==> src/design/mdt_pkg.sv <==
`timescale 1ns / 1ps

package mdt_pkg;

  localparam int MAX_LEVELS = 10;
  localparam int DEPTH_BITS = 32;
  localparam int STORE_SIZE = (1 << MAX_LEVELS) - 1;
  localparam int IDX_W      = MAX_LEVELS;
  localparam int NODE_W     = MAX_LEVELS - 1;
  localparam int CNT_W      = MAX_LEVELS + 1;
  localparam int LVL_W      = 4;
  localparam int MODE_W     = 2;
  localparam int IN_DATA_W  = ((IDX_W + DEPTH_BITS + 7) / 8) * 8;
  localparam int OUT_DATA_W = ((DEPTH_BITS + 7) / 8) * 8;

  localparam logic [LVL_W-1:0] LEVELS_RESET = LVL_W'(MAX_LEVELS);

  typedef enum logic [MODE_W-1:0] {
    MODE_WRITE = 2'd0,
    MODE_PROP  = 2'd1,
    MODE_READ  = 2'd2,
    MODE_NOP   = 2'd3
  } mode_t;

  typedef enum logic {
    STAT_DONE  = 1'b0,
    STAT_RANGE = 1'b1
  } status_t;

  typedef enum logic [2:0] {
    S_CLEAR,
    S_IDLE,
    S_RD_WAIT,
    S_PRP_RD,
    S_PRP_WR,
    S_DONE
  } state_t;

  typedef struct packed {
    logic                  we;
    logic [IDX_W-1:0]      waddr;
    logic [DEPTH_BITS-1:0] wdata;
    logic [IDX_W-1:0]      raddr_a;
    logic [IDX_W-1:0]      raddr_b;
  } store_req_t;

endpackage

==> src/design/mdt_ctrl.sv <==
`timescale 1ns / 1ps

module mdt_ctrl (
  input  logic                                 clk,
  input  logic                                 rst_n,
  input  logic [mdt_pkg::LVL_W-1:0]            levels,
  input  logic                                 in_tvalid,
  output logic                                 in_tready,
  input  logic [mdt_pkg::MODE_W-1:0]           in_tuser,
  input  logic [mdt_pkg::IN_DATA_W-1:0]        in_tdata,
  output logic                                 out_tvalid,
  input  logic                                 out_tready,
  output logic                                 out_tuser,
  output logic [mdt_pkg::OUT_DATA_W-1:0]       out_tdata,
  output mdt_pkg::store_req_t                  req,
  input  logic [mdt_pkg::DEPTH_BITS-1:0]       rd_a,
  input  logic [mdt_pkg::DEPTH_BITS-1:0]       rd_b
);

  mdt_pkg::state_t                    state_r, state_nxt;
  logic [mdt_pkg::IDX_W-1:0]          clr_r, clr_nxt;
  logic [mdt_pkg::NODE_W-1:0]         node_r, node_nxt;
  logic [mdt_pkg::DEPTH_BITS-1:0]     res_depth_r, res_depth_nxt;
  mdt_pkg::status_t                   res_stat_r, res_stat_nxt;
  logic                               out_valid_r, out_valid_nxt;
  logic [mdt_pkg::DEPTH_BITS-1:0]     out_depth_r, out_depth_nxt;
  mdt_pkg::status_t                   out_stat_r, out_stat_nxt;

  mdt_pkg::mode_t                     mode;
  logic [mdt_pkg::IDX_W-1:0]          idx;
  logic [mdt_pkg::DEPTH_BITS-1:0]     val;
  logic [mdt_pkg::CNT_W-1:0]          nodes;
  logic                               in_range;
  logic [mdt_pkg::IDX_W-1:0]          left_addr;
  logic [mdt_pkg::IDX_W-1:0]          right_addr;
  logic [mdt_pkg::DEPTH_BITS-1:0]     max_val;

  assign mode       = mdt_pkg::mode_t'(in_tuser);
  assign idx        = in_tdata[mdt_pkg::IDX_W-1:0];
  assign val        = in_tdata[mdt_pkg::IDX_W +: mdt_pkg::DEPTH_BITS];
  assign nodes      = mdt_pkg::CNT_W'((mdt_pkg::CNT_W'(1) << levels) - mdt_pkg::CNT_W'(1));
  assign in_range   = {1'b0, idx} < nodes;
  assign left_addr  = {node_r, 1'b1};
  assign right_addr = {node_r, 1'b0} + mdt_pkg::IDX_W'(2);
  // shared compare unit, one internal node per pass
  assign max_val    = (rd_a < rd_b) ? rd_b : rd_a;

  assign in_tready  = (state_r == mdt_pkg::S_IDLE);
  assign out_tvalid = out_valid_r;
  assign out_tuser  = out_stat_r;
  assign out_tdata  = mdt_pkg::OUT_DATA_W'(out_depth_r);

  always_ff @(posedge clk) begin
    if (!rst_n) begin
      state_r     <= mdt_pkg::S_CLEAR;
      clr_r       <= '0;
      out_valid_r <= 1'b0;
    end else begin
      state_r     <= state_nxt;
      clr_r       <= clr_nxt;
      out_valid_r <= out_valid_nxt;
    end
  end

  always_ff @(posedge clk) begin
    node_r      <= node_nxt;
    res_depth_r <= res_depth_nxt;
    res_stat_r  <= res_stat_nxt;
    out_depth_r <= out_depth_nxt;
    out_stat_r  <= out_stat_nxt;
  end

  always_comb begin
    state_nxt     = state_r;
    clr_nxt       = clr_r;
    node_nxt      = node_r;
    res_depth_nxt = res_depth_r;
    res_stat_nxt  = res_stat_r;
    out_valid_nxt = out_valid_r && !out_tready;
    out_depth_nxt = out_depth_r;
    out_stat_nxt  = out_stat_r;
    req.we        = 1'b0;
    req.waddr     = idx;
    req.wdata     = val;
    req.raddr_a   = idx;
    req.raddr_b   = right_addr;

    case (state_r)
      mdt_pkg::S_CLEAR: begin
        req.we    = 1'b1;
        req.waddr = clr_r;
        req.wdata = '0;
        clr_nxt   = clr_r + mdt_pkg::IDX_W'(1);
        if (clr_r == mdt_pkg::IDX_W'(mdt_pkg::STORE_SIZE - 1)) begin
          clr_nxt   = '0;
          state_nxt = mdt_pkg::S_IDLE;
        end
      end
      mdt_pkg::S_IDLE: begin
        if (in_tvalid) begin
          res_depth_nxt = '0;
          res_stat_nxt  = mdt_pkg::STAT_DONE;
          state_nxt     = mdt_pkg::S_DONE;
          case (mode)
            mdt_pkg::MODE_WRITE: begin
              if (in_range) begin
                req.we = 1'b1;
              end else begin
                res_stat_nxt = mdt_pkg::STAT_RANGE;
              end
            end
            mdt_pkg::MODE_PROP: begin
              if (levels > mdt_pkg::LVL_W'(1)) begin
                // last internal node is 2^(levels-1) - 2
                node_nxt  = mdt_pkg::NODE_W'((mdt_pkg::CNT_W'(1) << (levels - mdt_pkg::LVL_W'(1)))
                            - mdt_pkg::CNT_W'(2));
                state_nxt = mdt_pkg::S_PRP_RD;
              end
            end
            mdt_pkg::MODE_READ: begin
              if (in_range) begin
                state_nxt = mdt_pkg::S_RD_WAIT;
              end else begin
                res_stat_nxt = mdt_pkg::STAT_RANGE;
              end
            end
            default: begin
              res_stat_nxt = mdt_pkg::STAT_DONE;
            end
          endcase
        end
      end
      mdt_pkg::S_RD_WAIT: begin
        res_depth_nxt = rd_a;
        state_nxt     = mdt_pkg::S_DONE;
      end
      mdt_pkg::S_PRP_RD: begin
        req.raddr_a = left_addr;
        req.raddr_b = right_addr;
        state_nxt   = mdt_pkg::S_PRP_WR;
      end
      mdt_pkg::S_PRP_WR: begin
        req.we    = 1'b1;
        req.waddr = mdt_pkg::IDX_W'(node_r);
        req.wdata = max_val;
        if (node_r == '0) begin
          state_nxt = mdt_pkg::S_DONE;
        end else begin
          node_nxt  = node_r - mdt_pkg::NODE_W'(1);
          state_nxt = mdt_pkg::S_PRP_RD;
        end
      end
      mdt_pkg::S_DONE: begin
        // hold the result until the output register is free
        if (!out_valid_r || out_tready) begin
          out_valid_nxt = 1'b1;
          out_depth_nxt = res_depth_r;
          out_stat_nxt  = res_stat_r;
          state_nxt     = mdt_pkg::S_IDLE;
        end
      end
      default: begin
        state_nxt = mdt_pkg::S_IDLE;
      end
    endcase
  end

endmodule

==> config.mk <==
export PLATFORM = sky130hd
export DESIGN_NAME = mdt_ctrl
export DESIGN_NICKNAME = d
export VERILOG_FILES = /design/src/design/mdt_pkg.sv /design/src/design/mdt_ctrl.sv
export SDC_FILE = /design/constraint.sdc
export NUM_CORES = 1
export LEC_CHECK = 0
export BUFFER_PORTS_ARGS = -buffer_cell sky130_fd_sc_hd__buf_2
export CORE_MARGIN = 4
export CORE_UTILIZATION = 41
export DETAILED_ROUTE_END_ITERATION = 10
export PLACE_DENSITY = 0.8
export REMOVE_ABC_BUFFERS = 1
export SYNTH_ARGS = -nofsm -noshare
export SYNTH_HDL_FRONTEND = slang
export SYNTH_SLANG_ARGS = --single-unit
==> constraint.sdc <==
create_clock -name clk -period 4.1 [get_ports clk]
set_clock_uncertainty 0.05 [all_clocks]
set_input_delay 0.82 -clock clk [delete_from_list [all_inputs] [get_ports clk]]
set_output_delay 0.82 -clock clk [all_outputs]
set_load 0.01 [all_outputs]
# After elaboration in Yosys (flattened, before gate mapping)
# Cells that the tools add are included.
# classes
add_sub_neg,6
mul,0
n_div,0
n_lt_le_gt_ge,3
eq_ne,14
shifts,2
n_mux,26
bitwise,0
reduce_logical,16
# ops
cell,count
case mux 42 bit (2 select lines),1
two-way mux 32 bit,2
case mux 32 bit (2 select lines),1
two-way mux 9 bit,4
< comparator 32 bit,1
two-way mux 20 bit,1
two-way mux 3 bit,6
case mux 3 bit (6 select lines),1
case mux 9 bit (2 select lines),1
< comparator 10 x 11 -> 1 bit,1
"<< shifter 1 x 4 -> 11 bit, first input constant",1
"subtractor 11 x 2 -> 11 bit, second input constant",1
"adder 10 x 1 -> 10 bit, second input constant",1
"adder 10 x 2 -> 10 bit, second input constant",1
"equality test 10 bit, second input constant",1
two-way mux 10 bit,1
zero test 9 bit,1
"<< shifter 1 x 4 -> 9 bit, first input constant",1
"subtractor 9 x 1 -> 9 bit, second input constant",1
"subtractor 9 x 3 -> 9 bit, second input constant",1
"inequality test 2 bit, second input constant",4
"equality test 3 x 2 -> 1 bit, second input constant",2
"equality test 3 bit, second input constant",2
two-way mux 1 bit,6
18 further kinds,24
# totals
ff_bits,89
latch_bits,0
mem_bits_rw,0
romBits,0
inputBits,122
output_inout_bits,98
elab_cells,75
memories,0

# Logic depth before layout (Yosys ltp)
# Gate-level depths: netlist (run 1).
# depth
word_depth,7
ltp_mapped,11
depth_no_buf,9

# Worst setup path before layout (run 1)
# No wires, ideal clock.
# synth_path
path_kind,input to output
from,input rd_b[26] (netlist bit)
to,output req[20] (netlist bit)
arrival_ns,2.904
required_time_ns,3.230
setup_slack_ns,0.326
path_stages,10
n_path_buf,2
path_cell_list,inv_1 > ha_1 > and4_1 > nor4b_1 > a221oi_1 > o21ai_1 > or2_1 > buf_4 > buf_6 > o311ai_0
# synth_lines
element,line_no,source
"start, declared",mdt_ctrl.sv:17,input logic [mdt_pkg::DEPTH_BITS-1:0] rd_b
"end, declared",mdt_ctrl.sv:15,"output mdt_pkg::store_req_t req,"

==> results.json, run 1 <==
{
  "status": "finished, violations left",
  "violations": "negative setup slack",
  "sw_frac_of_total_pct": 26.5,
  "min_path_type": "flop to flop",
  "cp_data_arrival_time_ns": 3.24,
  "synth_seq_cells": 89,
  "antenna_left": 0,
  "synth-main-ff-cell": "edfxtp_1",
  "synth_cell_types": 55,
  "root_buffer": "clkbuf_16",
  "power.leakage_nw": 3.28,
  "rsz0062_at_grt": "yes",
  "sequentialPowerShare_pct": 45.9,
  "nNetsFinal": 1027,
  "slew_viol_final": 0,
  "final_cell_count_no_fill": 1043,
  "viasPerCell": 5.64,
  "overflow": 0,
  "hold_viol": 0,
  "gp_congestion": 0.889,
  "total_power_mw": 2.13,
  "diodes": 0,
  "power_switching_uw": 564,
  "drt_iter0_markers": 496,
  "pwr-share-clk_pct": 37.6,
  "clk_latency_ns": 0.35,
  "drt-pass1-iter-count": 5,
  "hpwl_um": 13800,
  "cts.sinks": 89,
  "layout_worst_path_cycle_share_pct": 100,
  "p_int_mw": 1.56,
  "grt_pass1_wl_um": 28500,
  "ctsHoldBuffers": 0,
  "die_height_um": 130,
  "layout_min_cycle_time_ns": 4.11,
  "grt_max_degree": 56,
  "cp-end-kind": "primary output",
  "clockBufferDepth": 2,
  "die_w_um": 130,
  "fmax_ghz": 0.244,
  "vias": 5882,
  "setup_ws_ns": -0.00568,
  "avgSynthCellArea_um2": 9.67,
  "htreeDepth": 3,
  "placementRows": 44,
  "cts_made_buffers": 9,
  "syn_inst": 635,
  "async_reset_ff_share_pct": 0,
  "dieArea_um2": 17000,
  "cap_violations": 0,
  "pwr-share-comb_pct": 16.5,
  "synth_edf_count": 75,
  "synth-seq-area-share_pct": 41.3,
  "drt-total-wl_um": 19300,
  "wl_per_cell_um": 18.5,
  "worstPathRequired_ns": 3.23,
  "critical_path.max_fanout": 7,
  "synthToLayoutAreaGrowth_pct": 32.1,
  "initial_utilization_pct": 42.1,
  "fin_tns_setup_ns": -0.00568,
  "grt.total_usage_pct": 21.8,
  "cts_tree": "yes",
  "path_clk_slew_ns": 0.07,
  "tightest_slew_ns": 0.949,
  "vdd_drop_max_mv": 0.186,
  "yosysWarnings": 0,
  "io_pins": 220,
  "relSlewSlack_pct": 36.7,
  "grt_pass1_vias": 5607,
  "setup_violations": 1,
  "crit_path_start_kind": "input port",
  "portBuffers": 212,
  "coreArea_um2": 14600,
  "drc": 0,
  "syn_area_um2": 6140,
  "critical_path_class": "input port to primary output",
  "dp_cells": 1018,
  "p_per_area_nw_per_um2": 262,
  "antenna_found_initial": 2,
  "layout-drive-gt1-share_pct": 35.2
}
repair_timing:
action                                  CTS  global route
gates cloned                              3             0
endpoints found under the hold margin     0             0
setup buffers                             6             2
pin swaps                                12             8
gates resized for setup                  33            18
endpoints found under the setup margin   31            32
power groups by stage:
stage	combinational [mW]	clock [mW]	sequential, mW
6_report	0.351	0.799	0.975
2_1_floorplan	0.143	0	0.994
5_1_grt	0.384	0.859	0.975
3_5_place_dp	0.298	0	0.995
4_1_cts	0.341	0.815	0.975
3_3_place_gp	0.290	0	0.995
cell usage in the layout (no fill, tap or decap), types with 10 or more instances in the layout:
master / count
nor2_1: 28
a311o_1: 31
buf_4: 33
nand2_1: 41
buf_2: 204
nand4_1: 10
and2_1: 68
edfxtp_1: 75
nand3_1: 15
ha_1: 43
dfxtp_1: 14
xor2_1: 12
inv_1: 42
a21oi_1: 28
o21ai_0: 33
mux2i_1: 10
nor4_1: 32
worst paths after layout:
| check | start | to | slack (ns) | cells past startpoint |
|---|---|---|---|---|
| min reg2reg | res_depth_r[13] | out_tdata[13] | 0.36 | 0 |
| max | rd_b[10] | req[34] | -0.006 | 12 |
| max reg2reg | state_r[2] | res_depth_r[10] | 1.58 | 5 |
| min | res_depth_r[13] | out_tdata[13] | 0.36 | 0 |
stage by stage:
stage / setup slack (ns) / hold WS (ns) / instance area [um2] / util (%)
after global placement: -0.0492 / 0.350 / 7480 / 51.3
after global routing: -0.0675 / 0.368 / 8110 / 55.6
after floorplan: -0.379 / 0.350 / 5930 / -
final: -0.00568 / 0.360 / 8110 / 55.6
after CTS: -0.0231 / 0.363 / 8050 / 55.2
after detailed placement: -0.0885 / 0.355 / 7480 / 51.3
cells in the mapped netlist, types with 8 or more instances:
| library cell | number | area share (%) |
|---|---|---|
| nand4_1 | 10 | 1.0 |
| ha_1 | 51 | 10 |
| nor4_1 | 34 | 3.5 |
| mux2_2 | 8 | 1.5 |
| nand2_1 | 41 | 2.5 |
| xor2_1 | 12 | 1.7 |
| and2_1 | 68 | 6.9 |
| inv_1 | 46 | 2.8 |
| xnor2_1 | 9 | 1.3 |
| nand3_1 | 15 | 1.2 |
| edfxtp_1 | 75 | 37 |
| clkbuf_1 | 36 | 2.2 |
| mux2i_1 | 10 | 1.6 |
| nor2_1 | 28 | 1.7 |
| a21oi_1 | 28 | 2.3 |
| a311o_1 | 31 | 5.1 |
| dfxtp_1 | 14 | 4.6 |
| o21ai_0 | 33 | 2.7 |
flip-flops by register name, summed over array words and instances, names as in the netlist:
name	cells
out_tvalid	1
res_stat_r	1
out_tdata	32
state_r	3
out_tuser	1
clr_r	10
node_r	9
res_depth_r	32
metal layers:
metal  global-route usage (%)  wire, um  part of all wire (%)  vias to the layer above
li1                         -         -                     -                     2778
met3                     5.32      1820                   9.4                       47
met5                        0        26                  0.13                        -
met2                     38.6      9360                    49                      289
met4                     7.99       551                   2.9                        4
met1                     25.5      7500                    39                     2764
area by class of cell:
| type | instances | area [um2] |
|---|---|---|
| multi-input cells | 455 | 3380 |
| repair buffers | 253 | 1500 |
| clock inverters | 7 | 62.6 |
| flip-flops and latches | 89 | 2530 |
| clock buffers | 9 | 225 |
| fillers | 1253 | 6480 |
| well taps | 184 | 230 |
| inverters | 46 | 180 |
critical path, stage by stage:
cell,delay [ns]
buf_8,0.08
inv_6,0.03
ha_4,0.26
nand4_1,0.13
or4_4,0.55
a221o_1,0.33
a31oi_4,0.21
buf_6,0.16
buf_8,0.13
nor4_1,0.06
a311o_1,0.31
buf_2,0.15
cell families after synthesis:
family          Yosys count  synth area share [%]
xor+xnor                 21                  3.00
flops                    89                  41.3
mux                      18                  3.10
simple gates            229                  20.3
buf+inv                  91                  6.24
other cells               1                0.0611
compound gates          135                  15.7
fa+ha+maj                51                  10.4
No activity file was read; power rests on OpenSTA's default activity.
==> inputs of run 2 (changes only) <==
- SKIP_CTS_REPAIR_TIMING: default -> 1
==> results.json, run 2 (synthesis results as in run 1) <==
{
  "status": "finished, violations left",
  "violations": "negative setup slack",
  "critical_path_class": "input port to primary output",
  "drt_iter0_markers": 525,
  "endpoint": "req[27]",
  "p_per_area_nw_per_um2": 264,
  "min_path_type": "flop to flop",
  "fillCellCount": 1262,
  "synthToLayoutAreaGrowth_pct": 30.5,
  "critical_path.max_fanout": 14,
  "initial_utilization_pct": 42.1,
  "drc": 0,
  "die_height_um": 130,
  "tightest_slew_ns": 0.928,
  "drt-pass1-iter-count": 5,
  "grt_pass1_wl_um": 27200,
  "antenna_left": 0,
  "die_w_um": 130,
  "r2r_slack_ns": 1.58,
  "drt-total-wl_um": 19000,
  "vias": 5805,
  "total_power_mw": 2.11,
  "diodes": 0,
  "fmax_ghz": 0.244,
  "grt.total_usage_pct": 20.6,
  "layout_worst_path_cycle_share_pct": 100,
  "cp-end-kind": "primary output",
  "cp_cell_sequence": "buf_8, ha_4, nand4_1, or4_4, a221o_1, a31oi_4, or2_4, clkbuf_16, a311o_1, buf_2",
  "setup_violations": 1,
  "final_cell_area_um2": 8010,
  "power.leakage_nw": 3.24,
  "cp_data_arrival_time_ns": 3.23,
  "path_clk_slew_ns": 0.07,
  "grt_pass1_vias": 5429,
  "coreArea_um2": 14600,
  "worstSetupStartpoint": "rd_a[10]",
  "final_util_pct": 54.9,
  "layout_common_cells": "buf_2, edfxtp_1, and2_1, ha_1, inv_1",
  "grt_max_degree": 56,
  "final_cell_count_no_fill": 1037,
  "crit_path_top_delay_cell": "or4_4",
  "io_pins": 220,
  "clockBufferDepth": 2,
  "whs_ns": 0.358,
  "dieArea_um2": 17000,
  "clk_latency_ns": 0.35,
  "r2r-end": "res_depth_r[5]",
  "layout_min_cycle_time_ns": 4.10,
  "regArea_um2": 2530,
  "fin_tns_setup_ns": -0.00392,
  "nNetsFinal": 1021,
  "rr_startpoint": "state_r[2]",
  "hpwl_um": 13800,
  "dp_cells": 1018,
  "viasPerCell": 5.60,
  "worstPathRequired_ns": 3.23,
  "final_common_cell": "buf_2",
  "htreeDepth": 3,
  "slew_viol_final": 0,
  "overflow": 0,
  "crit_path_start_kind": "input port",
  "cts_made_buffers": 9,
  "dpl_cell_area_um2": 7480,
  "rsz0062_at_grt": "yes",
  "relSlewSlack_pct": 38.1,
  "antenna_found_initial": 2,
  "cts.sinks": 89,
  "vdd_drop_max_mv": 0.186,
  "multi_input_area_um2": 3330,
  "cap_violations": 0,
  "gp_congestion": 0.889,
  "root_buffer": "clkbuf_16",
  "reg2regPathDepth": 5,
  "dp_slack_ns": -0.0885,
  "layout-drive-gt1-share_pct": 34.2,
  "hold_viol": 0,
  "portBuffers": 212,
  "setup_ws_ns": -0.00392,
  "crit_path_max_incr_delay_ns": 0.54,
  "wl_per_cell_um": 18.3,
  "cts_tree": "yes",
  "placementRows": 44
}
-- run 2: metal layers --
metal / up-vias / GRT usage (%) / routed length [um]
met5: - / 0 / 26
met1: 2710 / 24.4 / 7530
li1: 2774 / - / -
met2: 284 / 37.4 / 9230
met4: 4 / 5.87 / 434
met3: 33 / 4.91 / 1750
-- run 2: worst min-delay path by stage --
stage | end | start | depth (start not counted) | slack [ns]
final | out_tdata[13] | res_depth_r[13] | 0 | 0.36
after global routing | out_tdata[13] | res_depth_r[13] | 0 | 0.37
after CTS | out_tdata[13] | res_depth_r[13] | 0 | 0.36
after detailed placement | out_tdata[13] | res_depth_r[13] | 0 | 0.35
after global placement | out_tdata[13] | res_depth_r[13] | 0 | 0.35
after floorplan | out_tdata[0] | res_depth_r[0] | 0 | 0.35
-- run 2: layout make-up --
cell class | count | share of cell area [%]
clock buffer | 9 | 2.81
clock inverter | 7 | 0.781
inverter | 46 | 2.19
multi-input combinational | 455 | 41.6
sequential | 89 | 31.6
tap | 184 | 2.88
timing repair buffer | 247 | 18.1
-- run 2: worst max-delay path: cells and delay by family --
kind / cells / cell delay [ns]
and+or+nand+nor: 3 / 0.90
AOI/OAI and AO/OA: 3 / 0.81
buffers and inverters: 3 / 0.43
adders and majority gates: 1 / 0.26
-- run 2: power by group --
group / internal, mW / total, mW / switching [mW]
sequential: 0.971 / 0.975 / 0.00403
combinational: 0.159 / 0.339 / 0.180
clock: 0.425 / 0.800 / 0.375
